**config.mk**
```make
export PLATFORM = sky130hd
export DESIGN_NAME = fcfs_two_level_schedule
export DESIGN_NICKNAME = d
export VERILOG_FILES = /design/src/hw/rtl/fcfs2_pkg.sv /design/src/hw/rtl/fcfs_two_level_schedule.sv /design/src/hw/rtl/fcfs2_store.sv /design/src/hw/rtl/fcfs2_alu.sv
export SDC_FILE = /design/constraint.sdc
export NUM_CORES = 2
export LEC_CHECK = 0
export ABC_AREA = 1
export BUFFER_PORTS_ARGS = -buffer_cell sky130_fd_sc_hd__buf_2
export CORE_MARGIN = 5
export CORE_UTILIZATION = 50
export CTS_CLUSTER_DIAMETER = 40
export CTS_CLUSTER_SIZE = 24
export DETAILED_ROUTE_END_ITERATION = 10
export GPL_TIMING_DRIVEN = 0
export PLACE_DENSITY_LB_ADDON = 0.08
export SETUP_SLACK_MARGIN = 0.2
export SYNTH_ARGS = -nofsm -noshare
export SYNTH_HDL_FRONTEND = slang
export SYNTH_SLANG_ARGS = --single-unit
export TNS_END_PERCENT = 20
```
**constraint.sdc**
```tcl
create_clock -name clk -period 7.2 [get_ports clk]
set_clock_uncertainty 0.1 [all_clocks]
set_input_delay 1.44 -clock clk [delete_from_list [all_inputs] [get_ports clk]]
set_output_delay 1.44 -clock clk [all_outputs]
set_load 0.02 [all_outputs]
```
**src/hw/rtl/fcfs2_pkg.sv**
```systemverilog
// shared types and constants of the two-level fcfs scheduler
package fcfs2_pkg;

    localparam int MAX_PER_LEVEL = 16;
    localparam int STORE_DEPTH   = 2 * MAX_PER_LEVEL;
    localparam int ADDR_W        = $clog2(STORE_DEPTH);
    localparam int CNT_W         = $clog2(MAX_PER_LEVEL + 1);

    localparam int HALF_W = 16;
    localparam int TIME_W = 22;

    localparam int IN_DATA_W  = 48;
    localparam int OUT_DATA_W = 120;

    typedef struct packed {
        logic [HALF_W-1:0] run;
        logic [HALF_W-1:0] arr;
        logic [HALF_W-1:0] id;
    } rec_t;

    typedef struct packed {
        logic              gt;
        logic [TIME_W-1:0] completion;
        logic [TIME_W-1:0] turnaround;
        logic [TIME_W-1:0] waiting;
    } alu_res_t;

endpackage

```
**src/hw/rtl/fcfs_two_level_schedule.sv**
```systemverilog
// top level: batch loader, exchange sort sequencer and fcfs run over two levels
//
// Items load at one per cycle into a 32-entry record store, up to 16 per level
// (system and user). The item with tlast starts the batch: tready drops until
// the final result of the batch is taken. Each level of n records is sorted by
// arrival with a pairwise exchange pass that goes through the single store read
// port and the shared comparator; a level of fewer than two records is not sorted.
// Scheduling then reads one record, computes its times in the shared unit and
// presents the result; the next record is read only once that result is taken.
// Results come system level first, tlast on the final one; a batch of no records
// gives no result. tuser flags overflow on every result of a batch in which
// records were dropped.
module fcfs_two_level_schedule
    import fcfs2_pkg::*;
(
    input  logic                  clk,
    input  logic                  rst_n,
    input  logic                  s_tvalid,
    output logic                  s_tready,
    input  logic [IN_DATA_W-1:0]  s_tdata,   // proc_id, arrival, burst
    input  logic [1:0]            s_tuser,   // has_process, level
    input  logic                  s_tlast,
    output logic                  m_tvalid,
    input  logic                  m_tready,
    output logic [OUT_DATA_W-1:0] m_tdata,   // proc_id, arrival, burst, completion,
                                             // turnaround, waiting, zero pad
    output logic [1:0]            m_tuser,   // out_level, overflow
    output logic                  m_tlast
);

    localparam logic [3:0] ST_LOAD  = 4'd0;
    localparam logic [3:0] ST_SINIT = 4'd1;
    localparam logic [3:0] ST_RDA   = 4'd2;
    localparam logic [3:0] ST_LDA   = 4'd3;
    localparam logic [3:0] ST_RDB   = 4'd4;
    localparam logic [3:0] ST_CMP   = 4'd5;
    localparam logic [3:0] ST_WRA   = 4'd6;
    localparam logic [3:0] ST_RSEL  = 4'd7;
    localparam logic [3:0] ST_CALC  = 4'd8;
    localparam logic [3:0] ST_OUT   = 4'd9;

    localparam logic [CNT_W-1:0]  LEVEL_CAP = CNT_W'(MAX_PER_LEVEL);
    localparam logic [ADDR_W-1:0] USER_BASE = ADDR_W'(MAX_PER_LEVEL);

    logic [3:0]        state_reg, state_next;
    logic [CNT_W-1:0]  scnt_reg, scnt_next;
    logic [CNT_W-1:0]  ucnt_reg, ucnt_next;
    logic              ovf_reg, ovf_next;
    logic              lvl_reg, lvl_next;
    logic [CNT_W-1:0]  a_reg, a_next;
    logic [CNT_W-1:0]  b_reg, b_next;
    logic [TIME_W-1:0] time_reg, time_next;
    rec_t              hold_reg, hold_next;

    logic              m_tvalid_reg, m_tvalid_next;
    rec_t              out_rec_reg, out_rec_next;
    logic [TIME_W-1:0] out_comp_reg, out_comp_next;
    logic [TIME_W-1:0] out_tat_reg, out_tat_next;
    logic [TIME_W-1:0] out_wt_reg, out_wt_next;
    logic              out_lvl_reg, out_lvl_next;
    logic              out_ovf_reg, out_ovf_next;
    logic              out_last_reg, out_last_next;

    logic              we;
    logic [ADDR_W-1:0] waddr;
    rec_t              wdata;
    logic [ADDR_W-1:0] raddr;
    rec_t              rdata;
    alu_res_t          alu_res;

    logic [CNT_W-1:0]  cur_cnt;
    logic [ADDR_W-1:0] base;
    logic [CNT_W-1:0]  a_inc;
    rec_t              in_rec;
    logic              in_has;
    logic              in_lvl;
    logic              in_fire;

    assign cur_cnt = lvl_reg ? ucnt_reg : scnt_reg;
    assign base    = lvl_reg ? USER_BASE : '0;
    assign a_inc   = a_reg + 1'b1;

    assign in_rec.id  = s_tdata[15:0];
    assign in_rec.arr = s_tdata[31:16];
    assign in_rec.run = s_tdata[47:32];
    assign in_has     = s_tuser[0];
    assign in_lvl     = s_tuser[1];

    assign s_tready = (state_reg == ST_LOAD);
    assign in_fire  = s_tvalid && s_tready;

    fcfs2_store u_store (
        .clk   (clk),
        .we    (we),
        .waddr (waddr),
        .wdata (wdata),
        .raddr (raddr),
        .rdata (rdata)
    );

    fcfs2_alu u_alu (
        .sort_mode (state_reg == ST_CMP),
        .hold_arr  (hold_reg.arr),
        .cur_time  (time_reg),
        .rec       (rdata),
        .res       (alu_res)
    );

    always_comb
    begin
        state_next    = state_reg;
        scnt_next     = scnt_reg;
        ucnt_next     = ucnt_reg;
        ovf_next      = ovf_reg;
        lvl_next      = lvl_reg;
        a_next        = a_reg;
        b_next        = b_reg;
        time_next     = time_reg;
        hold_next     = hold_reg;
        m_tvalid_next = m_tvalid_reg;
        out_rec_next  = out_rec_reg;
        out_comp_next = out_comp_reg;
        out_tat_next  = out_tat_reg;
        out_wt_next   = out_wt_reg;
        out_lvl_next  = out_lvl_reg;
        out_ovf_next  = out_ovf_reg;
        out_last_next = out_last_reg;
        we            = 1'b0;
        waddr         = base + ADDR_W'(b_reg);
        wdata         = hold_reg;
        raddr         = base + ADDR_W'(a_reg);

        unique case (state_reg)
            ST_LOAD:
            begin
                wdata = in_rec;
                if (in_fire)
                begin
                    if (in_has)
                    begin
                        if (!in_lvl)
                        begin
                            waddr = ADDR_W'(scnt_reg);
                            if (scnt_reg < LEVEL_CAP)
                            begin
                                we        = 1'b1;
                                scnt_next = scnt_reg + 1'b1;
                            end
                            else
                            begin
                                ovf_next = 1'b1;
                            end
                        end
                        else
                        begin
                            waddr = USER_BASE + ADDR_W'(ucnt_reg);
                            if (ucnt_reg < LEVEL_CAP)
                            begin
                                we        = 1'b1;
                                ucnt_next = ucnt_reg + 1'b1;
                            end
                            else
                            begin
                                ovf_next = 1'b1;
                            end
                        end
                    end
                    if (s_tlast)
                    begin
                        lvl_next   = 1'b0;
                        state_next = ST_SINIT;
                    end
                end
            end

            ST_SINIT:
            begin
                a_next = '0;
                if (cur_cnt > CNT_W'(1))
                begin
                    state_next = ST_RDA;
                end
                else if (!lvl_reg)
                begin
                    lvl_next = 1'b1;
                end
                else
                begin
                    lvl_next   = 1'b0;
                    time_next  = '0;
                    a_next     = '0;
                    state_next = ST_RSEL;
                end
            end

            ST_RDA:
            begin
                raddr      = base + ADDR_W'(a_reg);
                state_next = ST_LDA;
            end

            ST_LDA:
            begin
                hold_next  = rdata;
                b_next     = a_inc;
                state_next = ST_RDB;
            end

            ST_RDB:
            begin
                raddr      = base + ADDR_W'(b_reg);
                state_next = ST_CMP;
            end

            ST_CMP:
            begin
                // held entry later than entry b: they trade places
                if (alu_res.gt)
                begin
                    we        = 1'b1;
                    waddr     = base + ADDR_W'(b_reg);
                    wdata     = hold_reg;
                    hold_next = rdata;
                end
                if (b_reg == cur_cnt - 1'b1)
                begin
                    state_next = ST_WRA;
                end
                else
                begin
                    b_next     = b_reg + 1'b1;
                    state_next = ST_RDB;
                end
            end

            ST_WRA:
            begin
                we     = 1'b1;
                waddr  = base + ADDR_W'(a_reg);
                wdata  = hold_reg;
                a_next = a_inc;
                if (a_inc + 1'b1 < cur_cnt)
                begin
                    state_next = ST_RDA;
                end
                else
                begin
                    state_next = ST_SINIT;
                    if (!lvl_reg)
                    begin
                        lvl_next = 1'b1;
                    end
                    else
                    begin
                        lvl_next   = 1'b0;
                        time_next  = '0;
                        a_next     = '0;
                        state_next = ST_RSEL;
                    end
                end
            end

            ST_RSEL:
            begin
                raddr = base + ADDR_W'(a_reg);
                if (a_reg < cur_cnt)
                begin
                    state_next = ST_CALC;
                end
                else if (!lvl_reg)
                begin
                    lvl_next = 1'b1;
                    a_next   = '0;
                end
                else
                begin
                    // batch done, stores clear
                    lvl_next   = 1'b0;
                    a_next     = '0;
                    scnt_next  = '0;
                    ucnt_next  = '0;
                    ovf_next   = 1'b0;
                    time_next  = '0;
                    state_next = ST_LOAD;
                end
            end

            ST_CALC:
            begin
                time_next     = alu_res.completion;
                out_rec_next  = rdata;
                out_comp_next = alu_res.completion;
                out_tat_next  = alu_res.turnaround;
                out_wt_next   = alu_res.waiting;
                out_lvl_next  = lvl_reg;
                out_ovf_next  = ovf_reg;
                out_last_next = (a_inc == cur_cnt) && (lvl_reg || (ucnt_reg == '0));
                m_tvalid_next = 1'b1;
                state_next    = ST_OUT;
            end

            ST_OUT:
            begin
                if (m_tready)
                begin
                    m_tvalid_next = 1'b0;
                    a_next        = a_inc;
                    state_next    = ST_RSEL;
                end
            end

            default:
            begin
                state_next = ST_LOAD;
            end
        endcase
    end

    always_ff @(posedge clk or negedge rst_n)
    begin
        if (!rst_n)
        begin
            state_reg    <= ST_LOAD;
            scnt_reg     <= '0;
            ucnt_reg     <= '0;
            ovf_reg      <= 1'b0;
            lvl_reg      <= 1'b0;
            a_reg        <= '0;
            b_reg        <= '0;
            time_reg     <= '0;
            m_tvalid_reg <= 1'b0;
        end
        else
        begin
            state_reg    <= state_next;
            scnt_reg     <= scnt_next;
            ucnt_reg     <= ucnt_next;
            ovf_reg      <= ovf_next;
            lvl_reg      <= lvl_next;
            a_reg        <= a_next;
            b_reg        <= b_next;
            time_reg     <= time_next;
            m_tvalid_reg <= m_tvalid_next;
        end
    end

    always_ff @(posedge clk)
    begin
        hold_reg     <= hold_next;
        out_rec_reg  <= out_rec_next;
        out_comp_reg <= out_comp_next;
        out_tat_reg  <= out_tat_next;
        out_wt_reg   <= out_wt_next;
        out_lvl_reg  <= out_lvl_next;
        out_ovf_reg  <= out_ovf_next;
        out_last_reg <= out_last_next;
    end

    assign m_tvalid = m_tvalid_reg;
    assign m_tdata  = {6'd0, out_wt_reg, out_tat_reg, out_comp_reg,
                       out_rec_reg.run, out_rec_reg.arr, out_rec_reg.id};
    assign m_tuser  = {out_ovf_reg, out_lvl_reg};
    assign m_tlast  = out_last_reg;

endmodule

```
**src/hw/rtl/fcfs2_store.sv**
```systemverilog
// process record store, one write port and one registered read port
module fcfs2_store
    import fcfs2_pkg::*;
(
    input  logic              clk,
    input  logic              we,
    input  logic [ADDR_W-1:0] waddr,
    input  rec_t              wdata,
    input  logic [ADDR_W-1:0] raddr,
    output rec_t              rdata
);

    rec_t mem [STORE_DEPTH];
    rec_t rdata_reg;

    always_ff @(posedge clk)
    begin
        if (we)
        begin
            mem[waddr] <= wdata;
        end
        rdata_reg <= mem[raddr];
    end

    assign rdata = rdata_reg;

endmodule

```
**src/hw/rtl/fcfs2_alu.sv**
```systemverilog
// shared compare and time unit: arrival compare for the sort, fcfs timing for the run
module fcfs2_alu
    import fcfs2_pkg::*;
(
    input  logic              sort_mode,
    input  logic [HALF_W-1:0] hold_arr,
    input  logic [TIME_W-1:0] cur_time,
    input  rec_t              rec,
    output alu_res_t          res
);

    logic [TIME_W-1:0] lhs;
    logic [TIME_W-1:0] rhs;
    logic              gt;
    logic [TIME_W-1:0] arr_ext;
    logic [TIME_W-1:0] start;

    assign arr_ext = TIME_W'(rec.arr);

    // one comparator serves both phases
    assign lhs = sort_mode ? TIME_W'(hold_arr) : arr_ext;
    assign rhs = sort_mode ? arr_ext : cur_time;
    assign gt  = lhs > rhs;

    assign start = gt ? arr_ext : cur_time;

    always_comb
    begin
        res.gt         = gt;
        res.completion = start + TIME_W'(rec.run);
        res.turnaround = res.completion - arr_ext;
        res.waiting    = start - arr_ext;
    end

endmodule

```
# Word-level counts from Yosys, hierarchy flattened
# Memories as Yosys holds them, arrays and structs flattened. A register that Yosys moved wholly into a read port is not among the register bits.
# Index checks and enable logic that the tools add are counted.
[word_totals]
word_cells = 164
n_memories = 1
inputBits = 55
romBits = 0
output_inout_bits = 125
regBits = 214
latchBits = 0
mem_bits_rw = 1536
[op_classes]
n_bitwise = 0
eq_ne = 29
n_mux = 74
n_addsub = 12
n_shift = 0
reduce_logical = 21
magnitude_cmp = 6
div = 0
mul = 0
[memory_table]
columns = ["name", "depth", "width", "read_ports", "rd_ports_with_merged_regs", "wr", "line_no", "text"]
rows = [
  ["u_store.mem", 32, 48, 1, 1, 1, "fcfs2_store.sv:13", "rec_t mem [STORE_DEPTH];"],
]
[op_table]
columns = ["operator", "count"]
rows = [
  ["22-bit two-way mux", 6],
  ["5-bit two-way mux", 21],
  ["48-bit two-way mux", 2],
  ["48-bit one-hot mux with 2 select lines", 1],
  ["22-bit one-hot mux with 4 select lines", 1],
  ["22-bit by 16-bit subtractor with 22-bit output", 2],
  ["4-bit one-hot mux with 10 select lines", 1],
  ["5-bit one-hot mux with 2 select lines", 4],
  ["4-bit two-way mux", 7],
  ["5-bit by 1-bit adder with 5-bit output, second input constant", 5],
  ["22-bit by 16-bit adder with 22-bit output", 1],
  ["22-bit > comparator", 1],
  ["1-bit two-way mux", 22],
  ["7-bit AND reduction", 3],
  ["5-bit one-hot mux with 4 select lines", 1],
  ["4-bit by 3-bit == test with 1-bit output, second input constant", 4],
  ["16-bit two-way mux", 1],
  ["2-bit != test, second input constant", 8],
  ["2-bit by 1-bit != test with 1-bit output, second input constant", 6],
  ["3-bit != test, second input constant", 4],
  ["4-bit nonzero test", 3],
  ["5-bit adder", 2],
  ["5-bit == test", 2],
  ["5-bit < comparator", 2],
  ["other kinds (22)", 32],
]

# Logic depth before layout (Yosys ltp)
[logic_depth]
ltp_word = 8
mapped_depth = 45
depth_no_buf = 41

# Cells and area by module
# A second synthesis with hierarchy kept.
[unflattened]
hier_cells = 6690
hier_area_um2 = 75552.5
[modules_own_cells]
columns = ["mod", "area_per_inst_um2", "instances", "cells_per_inst", "seq_area_each_um2"]
rows = [
  ["fcfs2_store", 62969.1, 1, 5279, 47085.2],
  ["fcfs_two_level_schedule", 8986.1, 1, 810, 6180.9],
  ["fcfs2_alu", 3597.2, 1, 601, 0.0],
]

# Worst setup path before layout
# Ideal clock, no wire load.
[synth_path]
path_kind = "flip-flop to flip-flop"
from = "reg state_reg[0]"
to = "reg out_tat_reg[21], data pin"
synth_period_minus_slack_ps = 5701
path_slack_ps = 1499
stages_incl_launch_ff = 41
required_ps = 6848
setup_ps = 252
path_buffers = 5
arrival_time_ps = 5348
path_cell_list = "dfrtp_1 -> buf_6 -> inv_4 -> nor2_2 -> nand2_2 -> inv_1 -> clkbuf_1 -> clkbuf_1 -> o21ai_0 -> ha_1 -> nand2_1 -> nor2_1 -> nand2_1 -> nor2_1 -> nand3_1 -> nand3_1 -> nand2_2 -> buf_6 -> [5 not listed] -> nand2_1 -> nand2_1 -> inv_1 -> nor2_1 -> nor2_1 -> o31ai_1 -> xor2_1 -> ha_1 -> a21oi_1 -> o21ai_0 -> a21oi_1 -> nand2_1 -> nand2_1 -> nand4_1 -> nor2_1 -> nand3_1 -> nand2_1 -> nand2_1"
[synth_rtl]
columns = ["item", "line_no", "text"]
rows = [
  ["start: declaration", "fcfs_two_level_schedule.sv:45", "logic [3:0] state_reg, state_next;"],
  ["start signal: assignment", "fcfs_two_level_schedule.sv:335", "state_reg <= state_next;"],
  ["end signal: assignment", "fcfs_two_level_schedule.sv:352", "out_tat_reg <= out_tat_next;"],
  ["end: declaration", "fcfs_two_level_schedule.sv:58", "logic [TIME_W-1:0] out_tat_reg, out_tat_next;"],
]

==> results by group <==
Logic synthesis
  • Syn. warnings: 0
  • Post-synth EDFFs: 1701
  • Avg Inst Size Synth: 12.93 µm²
  • Seq/Total Area, Yosys: 0.7306
  • Post-Synth Adder-Cell Area: 0.01472
  • Post-synthesis xor/xnor area fraction: 0.008169
  • Largest family of logic cells by synthesized area: compound AO/OA/AOI/OAI gates
  • Multiplexer share of the synthesized area: 0
  • Synth Flop Type: edfxtp_1
  • Cell count after synthesis: 5639
  • Synth async-reset ratio: 0.02725
  • Post-synthesis compound-gate area fraction: 0.1260
  • Simple-gate share of the synthesized area: 0.08867
  • FF+latch count, synth: approximately 1800
  • Distinct cells, synth: 56
  • Post-synthesis instance area: 72910 µm²

Finish
  • Area grow syn2layout: 18.74%
  • Reg area: 53270 µm²
  • Most flops, register: u_store.mem
  • Commonest non-fill, non-tap cell in the layout: edfxtp_1
  • Most frequent cells in the layout: edfxtp_1 (1701), nor2_1 (917), o21ai_0 (832)
  • Design area: between 80000 and 90000 µm²
  • Final core occ: 0.5954
  • Layout fillers: 11540
  • Multi-input logic area: 17720 µm²
  • Share of cells above drive strength 1: 0.1480
  • Max reg flops: 1536
  • Final Instance Count excl. Fillers: 8261
  • Final #Nets: ~6300

GRT
  • Vias in the first global route: between 40000 and 50000
  • Initial antenna violation count: 15
  • Largest net degree at the start of global routing: 50
  • First-pass GRT wire length: 359900 µm
  • GRT Util Overall: 0.3318
  • GRT Residual Overflow: 0

Clock network
  • Clock Tree Buf Depth: 3
  • Hold Buf Count CTS: 0
  • CTS tree: yes
  • Depth of the CTS H-tree: 4
  • Worst-skew pair later-pin latency: 0.85 ns
  • Root buffer cell: clkbuf_16
  • Num CTS Buffers: 231
  • Clock Pin Slew Worst Setup and Hold Paths: 0.06 ns
  • Clock Sinks: 1798

Floorplanning
  • Die H: between 300 and 400 µm
  • Die width: 391.9 µm
  • I/O Pins: 180
  • Die ar.: 153600 µm²
  • Row cnt: 140
  • Starting Density: 0.5015
  • Core area: 145400 µm²

STA
  • Final hold vios: 0
  • Fin crit share: 0.9108
  • RSZ-0062 raised after global routing: false
  • Pins over their slew limit: 33
  • Peak Freq: 0.1525 GHz
  • Setup TNS: 0 ns
  • Final setup viols: 0
  • Worst Max-Slew Pin Slew: around 1.5 ns
  • Slew headroom: -0.02211
  • Min Tclk post-route: 6.558 ns

Critical path
  • Sum of buffers and inverters on the critical path: 6
  • Crit start category: flip-flop
  • CP peak stage delay: between 0.4 and 0.5 ns
  • Crit. End Element: flip-flop
  • Required time worst endpoint: 7.69 ns
  • Slowest-stage cell, CP: dfrtp_1
  • Critical Path AT: between 7 and 8 ns
  • CP top delay family: simple AND/OR/NAND/NOR gates
  • CP Max Fanout: 10
  • Setup Crit Path Kind: flip-flop to flip-flop
  • Cell mode on critical path: nand2_1

Detailed routing
  • DRT iter0 DRCs: 7341
  • Detailed Routing Iterations Pass 1: 6
  • Vias: 51740
  • Via/cell ratio: around 6.3
  • Post-DRT Antenna Nets: 0
  • # DRC: 0
  • Avg WL per Cell: 31.25 µm
  • Wirelength, routed: 258200 µm

Run status
  • Failing checks: max-capacitance violations, max-slew violations
  • Status: finished with violations

Placement
  • Placed Cells: 7811
  • RePlAce Congestion: 0.9174
  • Hpwl dp: 178200 µm
  • # port buffers: about 170
  • DP Area: 78190 µm²

Pwr
  • Pwr Density: about 520 nW/µm²
  • Peak supply drop: about 380 µV
  • Static Leak: 0.02958 µW

Run
  • Max_cap viols: 4

Hold path
  • Type of the tightest min-delay check: flip-flop to flip-flop
==> synth_stat cells, types with 68 or more instances <==
cell      count  area share
a21oi_1      68      0.0047
buf_2        98      0.0067
clkbuf_1    207       0.011
edfxtp_1   1701        0.70
ha_1         81       0.014
inv_1       141      0.0073
nand2_1     436       0.022
nand3_1     181       0.012
nor2_1      947       0.049
o21ai_0     835       0.057
o21ai_1     137      0.0094
o221ai_1    283       0.034
o22ai_1     109      0.0094
==> worst reg2reg max path: cells and delay by family, from the launching register on <==
family | cells | cell delay, ns
buf+inv | 6 | 1.05
fa+ha+maj | 3 | 0.97
xor+xnor | 1 | 0.22
compound gates | 9 | 1.36
flops | 1 | 0.46
simple gates | 17 | 2.16
==> logic make-up (layout without fill, tap and decap cells) <==
family / Yosys count / count (layout)
compound gates: 1547 / 1547
xor+xnor: 68 / 68
fa+ha+maj: 84 / 84
buf+inv: 520 / 1215
flops: 1798 / 1798
other cells: 1 / 11
simple gates: 1621 / 1621
==> through the flow <==
stage	setup WS (ns)	total power, µW	hold WS (ns)
after floorplan	1.499	24590	0.3037
after global placement	-2.124	31700	0.3113
after detailed placement	-0.3140	32200	0.3157
after CTS	0.2164	44110	0.3304
after global routing	0.1686	46450	0.3464
final	0.6422	44750	0.3319
==> final timing paths <==
kind	startpoint	to	slack, ns	depth (start not counted)
max	state_reg[1]	out_tat_reg[21]	0.64	36
min	u_store.rdata[7]	m_tdata[7]	0.33	0
max reg2reg	state_reg[1]	out_tat_reg[21]	0.64	36
min reg2reg	u_store.rdata[7]	m_tdata[7]	0.33	0
max in group asynchronous	rst_n	time_reg[8]	5.47	1
min in group asynchronous	rst_n	scnt_reg[2]	0.73	1
==> metal layers <==
layer | vias up | part of all wire | global-route usage
met3 | 526 | 0.12 | 0.08300
met2 | 3311 | 0.44 | 0.5008
met5 | - | 0.00015 | 0
met4 | 6 | 0.049 | 0.1392
li1 | 22130 | - | -
met1 | 25760 | 0.39 | 0.4635
==> where the power goes <==
part	internal (µW)	switching, µW
clock	7240	4760
combinational	4680	13100
sequential	14500	452
total	26400	18300
==> layout make-up <==
class,instances,area share
multi-input cells,3326,0.2047
clock inverters,169,0.02273
plain buffers,365,0.02029
well taps,1917,0.02771
diodes,5,0.0001445
clock buffers,267,0.07086
repair buffers,259,0.03142
flip-flops and latches,1798,0.6153
inverters,155,0.006865
==> what timing repair did <==
action,4_1_cts,5_1_grt
resized for setup,11,27
endpoints found under the setup margin,7,9
setup buffers,0,5
pin swaps,0,3
endpoints found under the hold margin,0,0
No activity file was read; power rests on OpenSTA's default activity.
